[config.mk]
export PLATFORM = sky130hd
export DESIGN_NAME = base64_stream_decoder_core_flat
export DESIGN_NICKNAME = d
export VERILOG_FILES = /design/src/design/bsd_pkg.sv /design/src/design/bsd_in_if.sv /design/src/design/bsd_out_if.sv /design/src/design/bsd_front.sv /design/src/design/bsd_queue.sv /design/src/design/bsd_back.sv /design/src/design/base64_stream_decoder_core.sv /design/src/flat_wrapper.sv
export SDC_FILE = /design/constraint.sdc
export NUM_CORES = 1
export LEC_CHECK = 0
export CAP_MARGIN = 10
export CORE_MARGIN = 2
export CORE_UTILIZATION = 40
export DETAILED_ROUTE_END_ITERATION = 12
export DONT_BUFFER_PORTS = 1
export GPL_TIMING_DRIVEN = 0
export PLACE_DENSITY = 0.57
export SLEW_MARGIN = 20
export SYNTH_ARGS = -nofsm -noshare
export SYNTH_HDL_FRONTEND = slang
export SYNTH_SLANG_ARGS = --single-unit
[constraint.sdc]
create_clock -name clk -period 10.6 [get_ports clk]
set_input_delay 3.18 -clock clk [delete_from_list [all_inputs] [get_ports clk]]
set_output_delay 3.18 -clock clk [all_outputs]
set_load 0.02 [all_outputs]
[src/design/bsd_pkg.sv]
// bsd_pkg: shared types, constants and the character lookup for the base64 stream decoder
// used by the front, queue, back and top-level modules; no dependencies
package bsd_pkg;

  localparam int CFG_W          = 26;
  localparam logic [CFG_W-1:0] CFG_RESET = 26'h2000000;
  localparam int COUNT_BITS_DEF = 26;

  localparam int Q_DEPTH = 4;
  localparam int Q_PTR_W = 2;
  localparam int Q_CNT_W = 3;

  typedef enum logic [1:0] {
    ST_OK       = 2'd0,
    ST_LENGTH   = 2'd1,
    ST_INVALID  = 2'd2,
    ST_OVERSIZE = 2'd3
  } status_t;

  // one decoded character
  typedef struct packed {
    logic       bad;
    logic       pad;
    logic [5:0] val;
  } sextet_t;

  // one group request from front to back: 1..3 bytes or a single status
  typedef struct packed {
    logic [23:0] bits;
    logic [1:0]  nbytes;
    status_t     status;
    logic        last;
  } group_rec_t;

  function automatic sextet_t sextet_of(input logic [7:0] c);
    sextet_t s;
    s.bad = 1'b0;
    s.pad = 1'b0;
    s.val = 6'd0;
    if (c >= 8'h41 && c <= 8'h5A) begin
      s.val = 6'(c - 8'h41);
    end else if (c >= 8'h61 && c <= 8'h7A) begin
      s.val = 6'(c - 8'h61 + 8'd26);
    end else if (c >= 8'h30 && c <= 8'h39) begin
      s.val = 6'(c - 8'h30 + 8'd52);
    end else if (c == 8'h2B) begin
      s.val = 6'd62;
    end else if (c == 8'h2F) begin
      s.val = 6'd63;
    end else if (c == 8'h3D) begin
      s.pad = 1'b1;
    end else begin
      s.bad = 1'b1;
    end
    return s;
  endfunction

endpackage

[src/design/bsd_in_if.sv]
// bsd_in_if: character channel into the decoder (valid/ready plus payload)
// no dependencies
interface bsd_in_if;
  logic       valid;
  logic       ready;
  logic [7:0] char_code;
  logic       last_char;

  modport source (output valid, output char_code, output last_char, input ready);
  modport sink   (input valid, input char_code, input last_char, output ready);
endinterface

[src/design/bsd_out_if.sv]
// bsd_out_if: result channel out of the decoder (valid/ready plus payload)
// no dependencies
interface bsd_out_if;
  logic       valid;
  logic       ready;
  logic [7:0] data_byte;
  logic [1:0] status;
  logic       run_last;
  logic       stream_end;

  modport source (output valid, output data_byte, output status, output run_last,
                  output stream_end, input ready);
  modport sink   (input valid, input data_byte, input status, input run_last,
                  input stream_end, output ready);
endinterface

[src/design/bsd_front.sv]
// bsd_front: accepts characters, gathers groups, checks padding/length/size rules
// depends on bsd_pkg and bsd_in_if; pushes group requests to bsd_queue
module bsd_front
  import bsd_pkg::*;
#(
  parameter int COUNT_BITS = COUNT_BITS_DEF
) (
  input  logic             clk,
  input  logic             rst_n,
  bsd_in_if.sink           in_ch,
  input  logic             cfg_we,
  input  logic [CFG_W-1:0] cfg_wdata,
  input  logic             q_full,
  output logic             push,
  output group_rec_t       push_rec
);

  localparam int CMP_W = ((COUNT_BITS > CFG_W) ? COUNT_BITS : CFG_W) + 1;

  logic [CFG_W-1:0]      limit_cfg_r;
  logic [1:0]            pos_r, pos_nxt;
  logic [17:0]           bits_r, bits_nxt;
  logic                  pad2_r, pad2_nxt;
  logic                  ginv_r, ginv_nxt;
  logic [COUNT_BITS-1:0] cnt_r, cnt_nxt;
  logic                  err_r, err_nxt;

  sextet_t     sx;
  logic        in_fire;
  logic        invalid;
  logic        oversize;
  logic        clear;
  logic [1:0]  nbytes;
  logic [CMP_W-1:0] cap, limit, sum;

  assign in_ch.ready = ~q_full;
  assign in_fire     = in_ch.valid & ~q_full;
  assign sx          = sextet_of(in_ch.char_code);

  assign nbytes = 2'd1 + {1'b0, ~pad2_r} + {1'b0, ~sx.pad};
  assign cap    = (CMP_W'(1) << COUNT_BITS) - CMP_W'(1);
  assign limit  = (CMP_W'(limit_cfg_r) > cap) ? cap : CMP_W'(limit_cfg_r);
  assign sum    = CMP_W'(cnt_r) + CMP_W'(nbytes);
  assign oversize = sum > limit;

  // rules checked when the fourth character arrives
  assign invalid = ginv_r | sx.bad | (pad2_r & ~sx.pad) |
                   (~in_ch.last_char & (pad2_r | sx.pad));

  always_comb begin
    pos_nxt  = pos_r;
    bits_nxt = bits_r;
    pad2_nxt = pad2_r;
    ginv_nxt = ginv_r;
    cnt_nxt  = cnt_r;
    err_nxt  = err_r;
    clear    = 1'b0;
    push     = 1'b0;
    push_rec.bits   = 24'd0;
    push_rec.nbytes = 2'd1;
    push_rec.status = ST_OK;
    push_rec.last   = 1'b1;
    if (in_fire) begin
      if (err_r) begin
        clear = in_ch.last_char;
      end else if (pos_r != 2'd3) begin
        if (pos_r != 2'd2 && (sx.bad || sx.pad)) ginv_nxt = 1'b1;
        if (pos_r == 2'd2 && sx.bad) ginv_nxt = 1'b1;
        if (pos_r == 2'd2 && sx.pad) pad2_nxt = 1'b1;
        bits_nxt = {bits_r[11:0], sx.val};
        pos_nxt  = pos_r + 2'd1;
        if (in_ch.last_char) begin
          push            = 1'b1;
          push_rec.status = ST_LENGTH;
          clear           = 1'b1;
        end
      end else begin
        pos_nxt  = 2'd0;
        bits_nxt = 18'd0;
        pad2_nxt = 1'b0;
        ginv_nxt = 1'b0;
        push     = 1'b1;
        if (invalid || oversize) begin
          push_rec.status = invalid ? ST_INVALID : ST_OVERSIZE;
          if (in_ch.last_char) clear = 1'b1;
          else err_nxt = 1'b1;
        end else begin
          push_rec.bits   = {bits_r, sx.val};
          push_rec.nbytes = nbytes;
          push_rec.last   = in_ch.last_char;
          cnt_nxt         = sum[COUNT_BITS-1:0];
          clear           = in_ch.last_char;
        end
      end
    end
    if (clear) begin
      pos_nxt  = 2'd0;
      bits_nxt = 18'd0;
      pad2_nxt = 1'b0;
      ginv_nxt = 1'b0;
      cnt_nxt  = '0;
      err_nxt  = 1'b0;
    end
  end

  always_ff @(posedge clk) begin
    if (!rst_n) begin
      limit_cfg_r <= CFG_RESET;
      pos_r       <= 2'd0;
      bits_r      <= 18'd0;
      pad2_r      <= 1'b0;
      ginv_r      <= 1'b0;
      cnt_r       <= '0;
      err_r       <= 1'b0;
    end else begin
      if (cfg_we) limit_cfg_r <= cfg_wdata;
      pos_r  <= pos_nxt;
      bits_r <= bits_nxt;
      pad2_r <= pad2_nxt;
      ginv_r <= ginv_nxt;
      cnt_r  <= cnt_nxt;
      err_r  <= err_nxt;
    end
  end

endmodule

[src/design/bsd_queue.sv]
// bsd_queue: short fifo of group requests between front and back
// depends on bsd_pkg
module bsd_queue
  import bsd_pkg::*;
(
  input  logic       clk,
  input  logic       rst_n,
  input  logic       push,
  input  group_rec_t push_rec,
  output logic       full,
  input  logic       pop,
  output logic       head_valid,
  output group_rec_t head_rec
);

  group_rec_t         mem_r [Q_DEPTH];
  logic [Q_PTR_W-1:0] wr_ptr_r, rd_ptr_r;
  logic [Q_CNT_W-1:0] cnt_r;

  assign full       = cnt_r == Q_CNT_W'(Q_DEPTH);
  assign head_valid = cnt_r != '0;
  assign head_rec   = mem_r[rd_ptr_r];

  always_ff @(posedge clk) begin
    if (push) mem_r[wr_ptr_r] <= push_rec;
  end

  always_ff @(posedge clk) begin
    if (!rst_n) begin
      wr_ptr_r <= '0;
      rd_ptr_r <= '0;
      cnt_r    <= '0;
    end else begin
      if (push) wr_ptr_r <= wr_ptr_r + Q_PTR_W'(1);
      if (pop) rd_ptr_r <= rd_ptr_r + Q_PTR_W'(1);
      if (push && !pop) cnt_r <= cnt_r + Q_CNT_W'(1);
      else if (pop && !push) cnt_r <= cnt_r - Q_CNT_W'(1);
    end
  end

endmodule

[src/design/bsd_back.sv]
// bsd_back: turns each group request into one to three results
// depends on bsd_pkg and bsd_out_if; reads the head of bsd_queue
module bsd_back
  import bsd_pkg::*;
(
  input  logic       clk,
  input  logic       rst_n,
  input  logic       head_valid,
  input  group_rec_t head_rec,
  output logic       pop,
  bsd_out_if.source  out_ch
);

  logic [1:0] k_r, k_nxt;
  logic       out_fire;
  logic       final_k;

  assign final_k  = (k_r + 2'd1) == head_rec.nbytes;
  assign out_fire = head_valid & out_ch.ready;
  assign pop      = out_fire & final_k;

  assign out_ch.valid      = head_valid;
  assign out_ch.status     = head_rec.status;
  assign out_ch.run_last   = final_k;
  assign out_ch.stream_end = final_k & head_rec.last;

  always_comb begin
    unique case (k_r)
      2'd0:    out_ch.data_byte = head_rec.bits[23:16];
      2'd1:    out_ch.data_byte = head_rec.bits[15:8];
      default: out_ch.data_byte = head_rec.bits[7:0];
    endcase
  end

  always_comb begin
    k_nxt = k_r;
    if (out_fire) k_nxt = final_k ? 2'd0 : k_r + 2'd1;
  end

  always_ff @(posedge clk) begin
    if (!rst_n) begin
      k_r <= 2'd0;
    end else begin
      k_r <= k_nxt;
    end
  end

endmodule

[src/design/base64_stream_decoder_core.sv]
// base64_stream_decoder_core: strict base64 decoder, one character in, bytes or status out
// depends on bsd_pkg, bsd_in_if, bsd_out_if, bsd_front, bsd_queue, bsd_back
//
//   channel  dir  handshake         payload
//   in_ch    in   valid/ready       char_code[7:0], last_char
//   out_ch   out  valid/ready       data_byte[7:0], status[1:0], run_last, stream_end
//   cfg      in   cfg_we            cfg_wdata[25:0] (max decoded bytes)
//
// one character is taken per cycle while the 4-entry group queue has room
// each completed group leaves as 1 to 3 results, one per cycle while out_ch is ready, from the queue head
// a result waiting on out_ch does not stop input until the queue fills
// synchronous active-low reset clears stream state; byte limit returns to 2^25
module base64_stream_decoder_core
  import bsd_pkg::*;
#(
  parameter int COUNT_BITS = COUNT_BITS_DEF
) (
  input  logic             clk,
  input  logic             rst_n,
  bsd_in_if.sink           in_ch,
  bsd_out_if.source        out_ch,
  input  logic             cfg_we,
  input  logic [CFG_W-1:0] cfg_wdata
);

  logic       q_full;
  logic       push;
  group_rec_t push_rec;
  logic       pop;
  logic       head_valid;
  group_rec_t head_rec;

  bsd_front #(
    .COUNT_BITS(COUNT_BITS)
  ) u_front (
    .clk      (clk),
    .rst_n    (rst_n),
    .in_ch    (in_ch),
    .cfg_we   (cfg_we),
    .cfg_wdata(cfg_wdata),
    .q_full   (q_full),
    .push     (push),
    .push_rec (push_rec)
  );

  bsd_queue u_queue (
    .clk       (clk),
    .rst_n     (rst_n),
    .push      (push),
    .push_rec  (push_rec),
    .full      (q_full),
    .pop       (pop),
    .head_valid(head_valid),
    .head_rec  (head_rec)
  );

  bsd_back u_back (
    .clk       (clk),
    .rst_n     (rst_n),
    .head_valid(head_valid),
    .head_rec  (head_rec),
    .pop       (pop),
    .out_ch    (out_ch)
  );

endmodule
[src/flat_wrapper.sv]
// flat-port wrapper written by rule: the top's interface ports become plain ports
module base64_stream_decoder_core_flat import bsd_pkg::*;
#(
  parameter int COUNT_BITS = COUNT_BITS_DEF
)
  (clk, rst_n, cfg_we, cfg_wdata, in_ch_valid, in_ch_char_code, in_ch_last_char, in_ch_ready, out_ch_valid, out_ch_data_byte, out_ch_status, out_ch_run_last, out_ch_stream_end, out_ch_ready);
  bsd_in_if in_ch_i ();
  bsd_out_if out_ch_i ();
  input  logic clk;
  input  logic rst_n;
  input  logic cfg_we;
  input  logic [CFG_W-1:0] cfg_wdata;
  input wire logic [$bits(in_ch_i.valid)-1:0] in_ch_valid;
  input wire logic [$bits(in_ch_i.char_code)-1:0] in_ch_char_code;
  input wire logic [$bits(in_ch_i.last_char)-1:0] in_ch_last_char;
  output wire logic [$bits(in_ch_i.ready)-1:0] in_ch_ready;
  output wire logic [$bits(out_ch_i.valid)-1:0] out_ch_valid;
  output wire logic [$bits(out_ch_i.data_byte)-1:0] out_ch_data_byte;
  output wire logic [$bits(out_ch_i.status)-1:0] out_ch_status;
  output wire logic [$bits(out_ch_i.run_last)-1:0] out_ch_run_last;
  output wire logic [$bits(out_ch_i.stream_end)-1:0] out_ch_stream_end;
  input wire logic [$bits(out_ch_i.ready)-1:0] out_ch_ready;
  assign in_ch_i.valid = in_ch_valid;
  assign in_ch_i.char_code = in_ch_char_code;
  assign in_ch_i.last_char = in_ch_last_char;
  assign in_ch_ready = in_ch_i.ready;
  assign out_ch_valid = out_ch_i.valid;
  assign out_ch_data_byte = out_ch_i.data_byte;
  assign out_ch_status = out_ch_i.status;
  assign out_ch_run_last = out_ch_i.run_last;
  assign out_ch_stream_end = out_ch_i.stream_end;
  assign out_ch_i.ready = out_ch_ready;
  base64_stream_decoder_core #(.COUNT_BITS(COUNT_BITS)) u_core (.clk(clk), .rst_n(rst_n), .in_ch(in_ch_i), .out_ch(out_ch_i), .cfg_we(cfg_we), .cfg_wdata(cfg_wdata));
endmodule
After elaboration in Yosys (flattened, before gate mapping)
Memory sizes are Yosys's and may differ from the RTL's. A register that Yosys moved wholly into a read port is not among the register bits.
Index checks and enable logic that the tools add are counted.
{ "op_classes": {"addsub": 14, "n_lt_le_gt_ge": 8, "eq_ne": 11, "muxes": 50, "n_bitwise": 18, "n_reduce_logical": 20} }
{ "op_table": {"columns": ["op", "n"], "rows": [
  ["26-bit two-way mux", 3],
  ["29-bit two-way mux", 2],
  ["6-bit two-way mux", 5],
  ["26-bit by 2-bit adder with 27-bit output", 1],
  ["27-bit by 26-bit greater-than comparator with 1-bit output", 1],
  ["26-bit greater-than comparator (second input constant)", 1],
  ["1-bit two-way mux", 25],
  ["8-bit by 6-bit equality test with 1-bit output (second input constant)", 3],
  ["2-bit two-way mux", 11],
  ["18-bit two-way mux", 1],
  ["8-bit by 7-bit >= comparator with 1-bit output (second input constant)", 2],
  ["8-bit by 7-bit <= comparator with 1-bit output (second input constant)", 2],
  ["8-bit one-hot mux with 2 select lines", 1],
  ["6-bit subtractor (second input constant)", 2],
  ["2-bit by 1-bit adder with 2-bit output (second input constant)", 4],
  ["8-bit by 6-bit >= comparator with 1-bit output (second input constant)", 1],
  ["8-bit by 6-bit <= comparator with 1-bit output (second input constant)", 1],
  ["1-bit logical AND", 8],
  ["1-bit NOT", 8],
  ["6-bit by 5-bit adder with 6-bit output (second input constant)", 1],
  ["6-bit adder (second input constant)", 1],
  ["1-bit bitwise AND", 6],
  ["3-bit two-way mux", 2],
  ["3-bit AND reduction", 2],
  ["21 further kinds", 27]
]} }
{ "totals": {"reg_bits": 84, "ram_bits": 116, "input_bits": 40, "out_inout_bits": 14, "memories": 1} }
{ "memory_table": {"columns": ["name", "words", "width", "rd", "rd_clocked_by_memory_dff", "wr", "line_no", "rtl"], "rows": [
  ["u_core.u_queue.mem_r", 4, 29, 1, 1, 1, "bsd_queue.sv:16", "group_rec_t mem_r [Q_DEPTH];"]
]} }

Depth between registers and ports, before layout
Gate-level depths: netlist of the first run.
{ "depth": {"word_depth": 17, "mapped_depth": 28} }

By module
From an unflattened synthesis of the first run, not the netlist that was laid out.
{ "unflattened": {"hier_cells": 857, "area_unflattened_um2": 10116.0} }
{ "by_module_without_submodules": {"columns": ["mod", "n_inst", "cells_each", "area_per_inst_um2", "seq_area_each_um2"], "rows": [
  ["bsd_front", 1, 615, 5168.7, 1501.4],
  ["bsd_queue", 1, 194, 4639.4, 3663.5],
  ["bsd_back", 1, 48, 307.8, 40.0]
]} }

Least setup slack after synthesis of the first run
OpenSTA, ideal clock, no wires.
{ "synth_timing": {"kind": "input-to-reg", "from": "input port in_ch_char_code[2]", "to": "memory u_core.u_queue.mem_r[0][3] in the netlist's numbering (data pin)", "setup_ns": 0.272, "t_arrival_ns": 8.364, "setup_slack_ns": 1.964, "path_stages": 27, "n_path_buf": 1, "path_cell_list": "inv_1 > ha_1 > a21o_1 > nand2_1 > o2111a_1 > nand2b_1 > nor2_1 > inv_1 > ha_1 > inv_1 > ha_1 > inv_1 > fa_1 > and3b_2 > nand4_2 > nor3_2 > nand3_1 > xnor2_1 > ha_1 > and4_1 > nand4_1 > or4_1 > a21oi_2 > o21ai_1 > nor3_2 > clkbuf_1 > nand2_1"} }
{ "synth_lines": {"columns": ["element", "line_no", "rtl"], "rows": [
  ["from (decl)", "flat_wrapper.sv:14", "input wire logic [$bits(in_ch_i.char_code)-1:0] in_ch_char_code;"],
  ["to (decl)", "bsd_queue.sv:16", null]
]} }

==> results.cfg, run 1 <==
[status]
status = completed

[global_routing]
grt_pass1_wl_um = 38400
grt_pass1_vias = 6984
antenna_found_initial = 0
grt_overflow = 0
grt_start_max_net_pins = 23
grt_util_all_layers_pct = 18.5

[synth]
yosys.area_share.simple_pct = 16.0
synthAdderAreaFrac_pct = 6.50
synth_edf_count = 116
synth_area_um2 = 10000
ys_warn_count = 0
synth_ff_type = edfxtp_1
synth_cell_type_count = 73
synth_top_family_by_area = simple AND/OR/NAND/NOR gates
syn_nets = 969
ys_async_sr_fraction_pct = 0
ys_seq_area_share_pct = 51.8
synth_cells = 878
synth-xor-area-share_pct = 2.88
postSynthAreaPerCell_um2 = 11.4
synth_compound_area_share_pct = 9.56
ys_seq_elements = 202
synthMuxAreaShare_pct = 9.51

[clock_tree]
cts_buffers = 22
cts_resized = 0
ctsRootBufferMaster = clkbuf_16
cts_buffer_depth = 3
postCtsSetupBuffers = 0
path_clk_slew_ns = 0.06
insertion_delay_ns = 0.51
hold_buffers = 0
cts.sinks = 202
tritoncts = done
cts.htree.levels = 1

[critical_path]
cpPeakStageDelay_ns = 0.63
cp_data_required_time_ns = 10.82
slowest_stage = or4_1
crit_buf_inv = 5
cp_top_family = simple AND/OR/NAND/NOR gates
crit_fanout = 10
cp-end-kind = register
arrival_ns = 9.98
crit_type = in -> reg
startpoint_type = primary input

[flow_run]
maxCapViolations = 0

[sta]
max_slew_margin_pct = 40.9
fmax_ghz = 0.102
grt_setup_unrepaired = false
fin_crit_sh_pct = 92.1
worst_pin_slew_ns = 0.883
fin_skew_ns = 0.0101
fin_crit_ns = 9.77
hold_viol = 0
final-setup-viol-count = 0
fin_setup_tns_ns = 0
drv_slew = 0

[floorplan]
die_x_um = 162
die_h_um = 162
die_area_um2 = 26400
io_pins = 54
start_util_pct = 41.1
core_area_um2 = 24500
rows = 57

[placed_design]
port-buffer-count = 0
placed_cell_area_um2 = 10500
routabilityCongestion = 0.856
hpwl_um = 16900

[worst_hold_path]
min_path_type = reg -> reg

[route]
routedWlPerCell_um = 19.1
vias = 6804
drt_iter0_drc = 544
firstDrtPassIters = 5
ant_nets = 0
drc = 0
wl_um = 23700
via_per_inst = 5.47

[finish]
final_area_um2 = 11200
fillers = 2275
nets = 997
area_delta_synth_final_pct = 11.7
diodes = 0
layout-drive-gt1-share_pct = 10.1

[power_and_ir_drop]
p_leak_nw = 3.90
max-vdd-ir-drop_mv = 0.106
powerDensity_nw_per_um2 = 182
layout by cell type, fill, tap and decap left out, types with 8 or more instances in the layout:
cell / synthesis / routed
clkbuf_1: 35 / 41
nand2_1: 41 / 41
and3_1: 12 / 12
xnor2_1: 15 / 15
dfxtp_1: 86 / 86
ha_1: 49 / 49
and2_1: 31 / 27
a21oi_1: 56 / 56
o21ai_0: 30 / 30
nor2b_1: 11 / 11
mux2i_1: 29 / 29
clkbuf_16: 0 / 22
inv_1: 50 / 50
a221o_1: 10 / 10
nand3b_1: 13 / 13
nor2_1: 63 / 63
edfxtp_1: 116 / 116
xor2_1: 18 / 18
mux4_2: 29 / 29
nand4_1: 25 / 25
or3_1: 28 / 28
or4_1: 11 / 11
nand3_1: 19 / 19
nor3_1: 8 / 8
routing by layer:
metal,vias to the layer above,global-route usage (%),part of all wire (%)
met1,3307,24.3,44
met4,0,5.27,2.6
met2,158,31.9,49
met3,40,2.65,4.7
met5,-,0,0
li1,3299,-,-
flip-flops by register name, indices dropped and copies added (netlist names), named ones only:
signal                      cells
u_core.u_queue.rd_ptr_r         2
u_core.u_front.cnt_r           26
u_core.u_queue.wr_ptr_r         2
u_core.u_front.pad2_r           1
u_core.u_front.limit_cfg_r     26
u_core.u_front.err_r            1
u_core.u_queue.cnt_r            3
u_core.u_front.bits_r          18
u_core.u_front.ginv_r           1
u_core.u_queue.mem_r          116
u_core.u_back.k_r               2
u_core.u_front.pos_r            2
tightest hold or removal path, cell delays in order (launching register included):
cell	delay, ns
dfxtp_1	0.30
nand2_1	0.05
a21oi_1	0.05
cells in the mapped netlist, types with 4 or more instances:
master / n / area share [%]
a211oi_1: 5 / 0.37
a21o_1: 4 / 0.30
a21oi_1: 56 / 2.8
a221o_1: 10 / 1.0
a31oi_1: 5 / 0.31
and2_1: 31 / 1.9
and3_1: 12 / 0.75
and4_1: 6 / 0.52
buf_1: 5 / 0.19
buf_2: 4 / 0.20
clkbuf_1: 35 / 1.3
dfxtp_1: 86 / 17
edfxtp_1: 116 / 35
ha_1: 49 / 6.1
inv_1: 50 / 1.9
mux2i_1: 29 / 2.9
mux4_2: 29 / 6.5
nand2_1: 41 / 1.5
nand2b_1: 5 / 0.31
nand3_1: 19 / 0.95
nand3b_1: 13 / 0.97
nand4_1: 25 / 1.6
nor2_1: 63 / 2.4
nor2b_1: 11 / 0.69
nor3_1: 8 / 0.40
o211ai_1: 5 / 0.37
o21ai_0: 30 / 1.5
or3_1: 28 / 1.7
or4_1: 11 / 0.82
xnor2_1: 15 / 1.3
xor2_1: 18 / 1.6
where the power goes:
group	total, W	leakage (nW)	switching (W)	internal (W)
clock network	0.000716	0.321	0.000303	0.000413
registers	0.000895	1.69	0.0000242	0.000871
logic	0.000432	1.88	0.000265	0.000167
cell type report:
| type | instances | area [µm²] | share of cell area, % |
|---|---|---|---|
| Buffer | 45 | 184 | 1.64 |
| Clock buffer | 29 | 587 | 5.23 |
| Clock inverter | 8 | 76.3 | 0.681 |
| Inverter | 52 | 195 | 1.74 |
| Multi-Input combinational cell | 579 | 4470 | 39.8 |
| Sequential cell | 202 | 5200 | 46.4 |
| Tap cell | 324 | 405 | 3.62 |
| Timing Repair Buffer | 4 | 95.1 | 0.848 |
worst paths after layout:
kind | startpoint | end | slack, ns | cells after the start
min | u_core.u_front.bits_r[16]$_SDFFE_PP0P_ | u_core.u_front.bits_r[16]$_SDFFE_PP0P_ | 0.45 | 2
max reg2reg | u_core.u_front.pad2_r$_SDFFE_PP0P_ | u_core.u_queue.mem_r[3][3]$_DFFE_PP_ | 4.72 | 20
min reg2reg | u_core.u_front.bits_r[16]$_SDFFE_PP0P_ | u_core.u_front.bits_r[16]$_SDFFE_PP0P_ | 0.45 | 2
max | in_ch_char_code[2] | u_core.u_queue.mem_r[3][3]$_DFFE_PP_ | 0.83 | 27
cell families (layout without fill, tap and decap cells):
family | after synthesis | in the layout
adder cells (fa/ha/maj) | 51 | 51
flip-flops | 202 | 202
multiplexers | 59 | 59
buffers and inverters | 97 | 138
XOR/XNOR | 33 | 33
AO/OA/AOI/OAI | 148 | 148
AND/OR/NAND/NOR | 288 | 288
metrics by stage:
step	hold WS [ns]	total power, W	util [%]	std cells	worst slack (ns)
floorplan	0.427	0.00124	-	878	1.96
global placement	0.439	0.00134	42.7	1202	0.361
detailed placement	0.439	0.00135	43.1	1206	0.379
CTS	0.448	0.00207	45.8	1243	0.874
global route	0.462	0.00214	45.8	1243	0.278
finish	0.446	0.00204	45.8	1243	0.835
Note: power is estimated with default switching activity, not from simulation.
==> run 2, diff against run 1 <==
PLACE_DENSITY = 0.59   (was 0.57)
clock period = 8.8 ns   (was 10.6 ns; I/O delays follow)
==> run 2 against run 1 <==
Sequential share of layout area down 0.68 points. Non-clock buffer count unchanged. Highest routed layer unchanged. Worst hold slack better by 0.0025 ns. First-iteration DRC count down 17%. Cell count up 0.16%. Register-to-register slack worse by 1.2 ns. Die area unchanged. Global-route usage down 0.67 points. Sequential power up 21%. Critical path depth unchanged. Via count up 1.1%.
==> results.cfg, run 2 (synthesis gave the netlist of run 1 again) <==
[power_and_ir_drop]
max-vdd-ir-drop_mv = 0.123
swShare_pct = 28.3
p_sw_w = 0.000715
powerDensity_nw_per_um2 = 222
combinationalPowerShare_pct = 20.7
p_int_w = 0.00181
p_leak_nw = 3.98
p_seq_share_pct = 42.7
pwr-share-clk_pct = 36.5

[finish]
fillers = 2248
diodes = 0
layout-drive-gt1-share_pct = 12.2
area_delta_synth_final_pct = 13.3
biggestRegsByFlops = u_core.u_queue.mem_r (116), u_core.u_front.cnt_r (26), u_core.u_front.limit_cfg_r (26)
final_util_pct = 46.5
nets = 997
final_common_cell = edfxtp_1
top_register = u_core.u_queue.mem_r
largest_reg_flops = 116
layout_common_cells = edfxtp_1 (116), dfxtp_1 (86), nor2_1 (58), a21oi_1 (55), inv_1 (50)

[route]
routedWlPerCell_um = 18.6
drc = 0
drt_iter0_drc = 450
via_per_inst = 5.53
ant_nets = 0
wl_um = 23200
firstDrtPassIters = 5
vias = 6882

[clock_tree]
ctsRootBufferMaster = clkbuf_16
path_clk_slew_ns = 0.06
cts_buffer_depth = 3
cts.htree.levels = 1
insertion_delay_ns = 0.51
tritoncts = done
cts_buffers = 22
cts.sinks = 202

[sta]
max_slew_margin_pct = 30.1
worst_pin_slew_ns = 1.05
fin_crit_ns = 8.36
fin_setup_tns_ns = 0
final-setup-viol-count = 0
fmax_ghz = 0.120
drv_slew = 0
fin_crit_sh_pct = 95.0
fin_skew_ns = 0.0164
hold_viol = 0
grt_setup_unrepaired = false

[placed_design]
hpwl_um = 16700
port-buffer-count = 0
routabilityCongestion = 0.856

[worst_hold_path]
hold_start = u_core.u_front.bits_r[17]$_SDFFE_PP0P_
min_to = u_core.u_front.bits_r[17]$_SDFFE_PP0P_
hold_depth = 2
min_path_type = reg -> reg

[global_routing]
grt_overflow = 0
grt_pass1_wl_um = 37100
antenna_found_initial = 0
grt_start_max_net_pins = 17
grt_util_all_layers_pct = 17.8
grt_pass1_vias = 6766

[floorplan]
die_x_um = 162
io_pins = 54
die_area_um2 = 26400
start_util_pct = 41.1
core_area_um2 = 24500
die_h_um = 162
rows = 57

[critical_path]
cp_data_required_time_ns = 9.13
reg2regPathDepth = 20
r2r-start = u_core.u_front.pad2_r$_SDFFE_PP0P_
r2r_slack_ns = 3.54
crit_fanout = 10
arrival_ns = 8.69
startpoint_type = primary input
r2r_end = u_core.u_queue.mem_r[0][14]$_DFFE_PP_
cp-end-kind = register
crit_type = in -> reg

[flow_run]
maxCapViolations = 0

[status]
status = completed
run 2: cell count changes in the layout (fill, tap and decap cells not counted), sizes merged:
cell	previous run	this run
buf	12	16
clkbuf	66	68
clkinv	7	4
clkinvlp	1	0
run 2: what timing repair did:
item                                    CTS  global route
hold endpoints to repair                  0             0
endpoints found under the setup margin   80           128
hold buffers                              0             0
buffers inserted                          0             1
gates resized for setup                   3            22
pin swaps                                 0             1
run 2: worst max path at each step:
stage,start,end,slack [ns],cells after the start
after global routing,in_ch_char_code[0],u_core.u_queue.mem_r[0][27]$_DFFE_PP_,0.05,27
after detailed placement,in_ch_char_code[2],u_core.u_queue.mem_r[2][3]$_DFFE_PP_,-0.79,27
after floorplan,in_ch_char_code[2],u_core.u_queue.mem_r[0][3]$_DFFE_PP_,0.70,27
after global placement,in_ch_char_code[2],u_core.u_queue.mem_r[2][3]$_DFFE_PP_,-0.75,27
final,in_ch_char_code[2],u_core.u_queue.mem_r[0][14]$_DFFE_PP_,0.44,27
after CTS,in_ch_char_code[2],u_core.u_queue.mem_r[3][3]$_DFFE_PP_,0.02,27
run 2: worst max-delay path: stages:
cell and delay (ns):
inv_1 0.19, ha_4 0.23, a21o_1 0.16, nand2_1 0.06
o2111a_2 0.34, nand2b_1 0.20, nor2_2 0.15, inv_1 0.08
ha_1 0.29, inv_1 0.06, ha_1 0.15, inv_1 0.05
fa_1 0.40, and3b_2 0.35, nand4_4 0.17, nor3_4 0.25
nand3_1 0.14, xnor2_1 0.16, ha_1 0.31, and4_1 0.28
nand4_1 0.21, or4_1 0.63, a21oi_2 0.20, o21ai_1 0.17
nor3_4 0.32, buf_4 0.22, and2_1 0.25
run 2: layout make-up:
class / instances / area [µm²] / area share, %
buffer: 44 / 186 / 1.64
clock buffer: 35 / 679 / 5.97
clock inverter: 4 / 56.3 / 0.495
inverter: 52 / 195 / 1.72
multi-input combinational: 579 / 4530 / 39.8
sequential: 202 / 5200 / 45.7
tap: 324 / 405 / 3.56
timing repair buffer: 5 / 118 / 1.03
run 2: metrics by stage:
stage / total power [W] / std cells / hold slack [ns] / worst slack [ns] / area (µm²)
after global routing: 0.00263 / 1245 / 0.476 / 0.0468 / 11400
after detailed placement: 0.00163 / 1206 / 0.443 / -0.788 / 10600
after floorplan: 0.00149 / 878 / 0.427 / 0.704 / 10000
final: 0.00252 / 1245 / 0.448 / 0.439 / 11400
after CTS: 0.00255 / 1245 / 0.451 / 0.0166 / 11300
after global placement: 0.00161 / 1202 / 0.439 / -0.755 / 10400
run 2: routing by layer:
layer	vias up	routed length (µm)	track usage (%)
met5	-	0	0
li1	3321	-	-
met3	31	1130	2.90
met2	152	11200	30.4
met1	3378	10500	24.2
met4	0	371	3.18
run 2: power by group through the flow:
stage	combinational, W	sequential [W]	clock (W)
2_1_floorplan	0.000401	0.00109	0
4_1_cts	0.000530	0.00108	0.000941
6_report	0.000523	0.00108	0.000922
5_1_grt	0.000571	0.00108	0.000979
3_3_place_gp	0.000513	0.00110	0
3_5_place_dp	0.000528	0.00110	0
==> run 3, diff against run 2 <==
PLACE_DENSITY = unset   (was 0.59)
PLACE_DENSITY_LB_ADDON = 0.12   (was unset)
==> run 3 against run 2 <==
Global-route usage is 0.73 points higher. Cell area hardly changed. Combinational power hardly changed. Highest routed layer unchanged. Die area stayed put. Fmax is 0.42% lower. Routed wire length is 3.1% higher. Power is 0.46% higher.
==> results.cfg, run 3 (synthesis gave the netlist of run 1 again) <==
[status]
status = completed

[critical_path]
crit_fanout = 10
crit_type = in -> reg
crit_path_frequent_cell = inv_1
startpoint_type = primary input
r2r_slack_ns = 3.51
cp-end-kind = register
cp_top_family = simple AND/OR/NAND/NOR gates
crit_buf_inv = 5
arrival_ns = 8.73
cp_data_required_time_ns = 9.13
cpPeakStageDelay_ns = 0.62
slowest_stage = or4_4

[route]
wl_um = 23900
ant_nets = 0
drc = 0
via_per_inst = 5.45
firstDrtPassIters = 5
vias = 6817
drt_iter0_drc = 455
routedWlPerCell_um = 19.1

[finish]
nets = 1000
largest_reg_flops = 116
area_delta_synth_final_pct = 13.2
layout-drive-gt1-share_pct = 12.1
diodes = 0
biggestRegsByFlops = u_core.u_queue.mem_r (116), u_core.u_front.cnt_r (26), u_core.u_front.limit_cfg_r (26)
final_common_cell = edfxtp_1
top_register = u_core.u_queue.mem_r
layout_common_cells = edfxtp_1 (116), dfxtp_1 (86), nor2_1 (59), a21oi_1 (55), inv_1 (50)
fillers = 2278

[clock_tree]
insertion_delay_ns = 0.51
cts_buffer_depth = 3
ctsRootBufferMaster = clkbuf_16
hold_buffers = 0
cts.htree.levels = 1
cts.sinks = 202
tritoncts = done
path_clk_slew_ns = 0.06
cts_buffers = 23

[global_routing]
antenna_found_initial = 0
grt_overflow = 0
grt_util_all_layers_pct = 18.5
met3_usage_pct = 2.57
grt_start_max_net_pins = 25
grt_pass1_vias = 6797
met1_usage_pct = 24.3
grtUsageMet2_pct = 32.3
grt-busiest-layer = met2
grt_pass1_wl_um = 38300

[flow_run]
maxCapViolations = 0

[floorplan]
core_area_um2 = 24500
start_util_pct = 41.1
io_pins = 54
die_x_um = 162
die_area_um2 = 26400
rows = 57
die_h_um = 162

[sta]
hold_viol = 0
fin_setup_tns_ns = 0
drv_slew = 0
fmax_ghz = 0.119
fin_crit_sh_pct = 95.4
setup_slack_ns = 0.403
fin_crit_ns = 8.40
worst_pin_slew_ns = 0.971
fin_skew_ns = 0.0178
whs_ns = 0.446
max_slew_margin_pct = 34.9
final-setup-viol-count = 0
grt_setup_unrepaired = false

[power_and_ir_drop]
max-vdd-ir-drop_mv = 0.146
powerDensity_nw_per_um2 = 223
total_power_w = 0.00254
p_leak_nw = 3.97

[worst_hold_path]
min_path_type = reg -> reg

[placed_design]
port-buffer-count = 0
hpwl_um = 17200
routabilityCongestion = 0.846
pre_cts_slack_ns = -0.728
-- run 3: changes by cell type in the layout (fill, tap and decap cells not counted), sizes merged --
| cell | change |
|---|---|
| clkinvlp | +1 |
| clkbuf | -7 |
| buf | +1 |
| bufinv | +2 |
| inv | +1 |
| clkinv | +7 |
-- run 3: final cells by class --
| class | count | area (µm²) | area share [%] |
|---|---|---|---|
| Sequential cell | 202 | 5200 | 45.8 |
| Timing Repair Buffer | 7 | 118 | 1.03 |
| Tap cell | 324 | 405 | 3.56 |
| Buffer | 44 | 186 | 1.64 |
| Multi-Input combinational cell | 579 | 4520 | 39.8 |
| Clock inverter | 15 | 151 | 1.33 |
| Clock buffer | 27 | 591 | 5.19 |
| Inverter | 52 | 195 | 1.72 |
-- run 3: worst paths after layout --
check	start	end	cells after the start
hold reg to reg	u_core.u_front.bits_r[16]$_SDFFE_PP0P_	u_core.u_front.bits_r[16]$_SDFFE_PP0P_	2
hold / removal	u_core.u_front.bits_r[16]$_SDFFE_PP0P_	u_core.u_front.bits_r[16]$_SDFFE_PP0P_	2
setup / recovery	in_ch_char_code[2]	u_core.u_queue.mem_r[1][24]$_DFFE_PP_	27
setup reg to reg	u_core.u_front.pad2_r$_SDFFE_PP0P_	u_core.u_queue.mem_r[1][24]$_DFFE_PP_	20
-- run 3: metal layers --
metal | vias to the layer above | routed length [µm]
met2 | 123 | 11700
met5 | - | 0
met4 | 0 | 638
li1 | 3333 | -
met3 | 42 | 945
met1 | 3319 | 10600
-- run 3: stage by stage --
step / cell area, µm² / std cells / util [%]
3_5_place_dp: 10500 / 1206 / 43.1
3_3_place_gp: 10400 / 1202 / 42.7
4_1_cts: 11300 / 1248 / 46.2
2_1_floorplan: 10000 / 878 / -
5_1_grt: 11400 / 1250 / 46.5
6_report: 11400 / 1250 / 46.5
-- run 3: repair_timing --
action | CTS | global route
buffers inserted | 0 | 3
pin swaps | 0 | 3
resized for setup | 5 | 17
endpoints found under the setup margin | 84 | 135
-- run 3: worst register-to-register path, cell delays in order (launching register included) --
cell,delay (ns)
dfxtp_1,0.38
inv_1,0.06
ha_1,0.30
inv_1,0.06
ha_1,0.16
inv_1,0.06
fa_1,0.40
and3b_2,0.33
nand4_2,0.22
nor3_4,0.24
nand3_1,0.13
xnor2_1,0.16
ha_1,0.32
and4_1,0.27
nand4_1,0.23
or4_4,0.62
a21oi_2,0.19
o21ai_1,0.17
nor3_4,0.30
clkbuf_4,0.25
and2_1,0.24
-- run 3: report_power, final --
part,internal (W),switching [W],total [W]
Combinational,0.000201,0.000319,0.000521
Sequential,0.00105,0.0000281,0.00108
Clock,0.000567,0.000371,0.000938
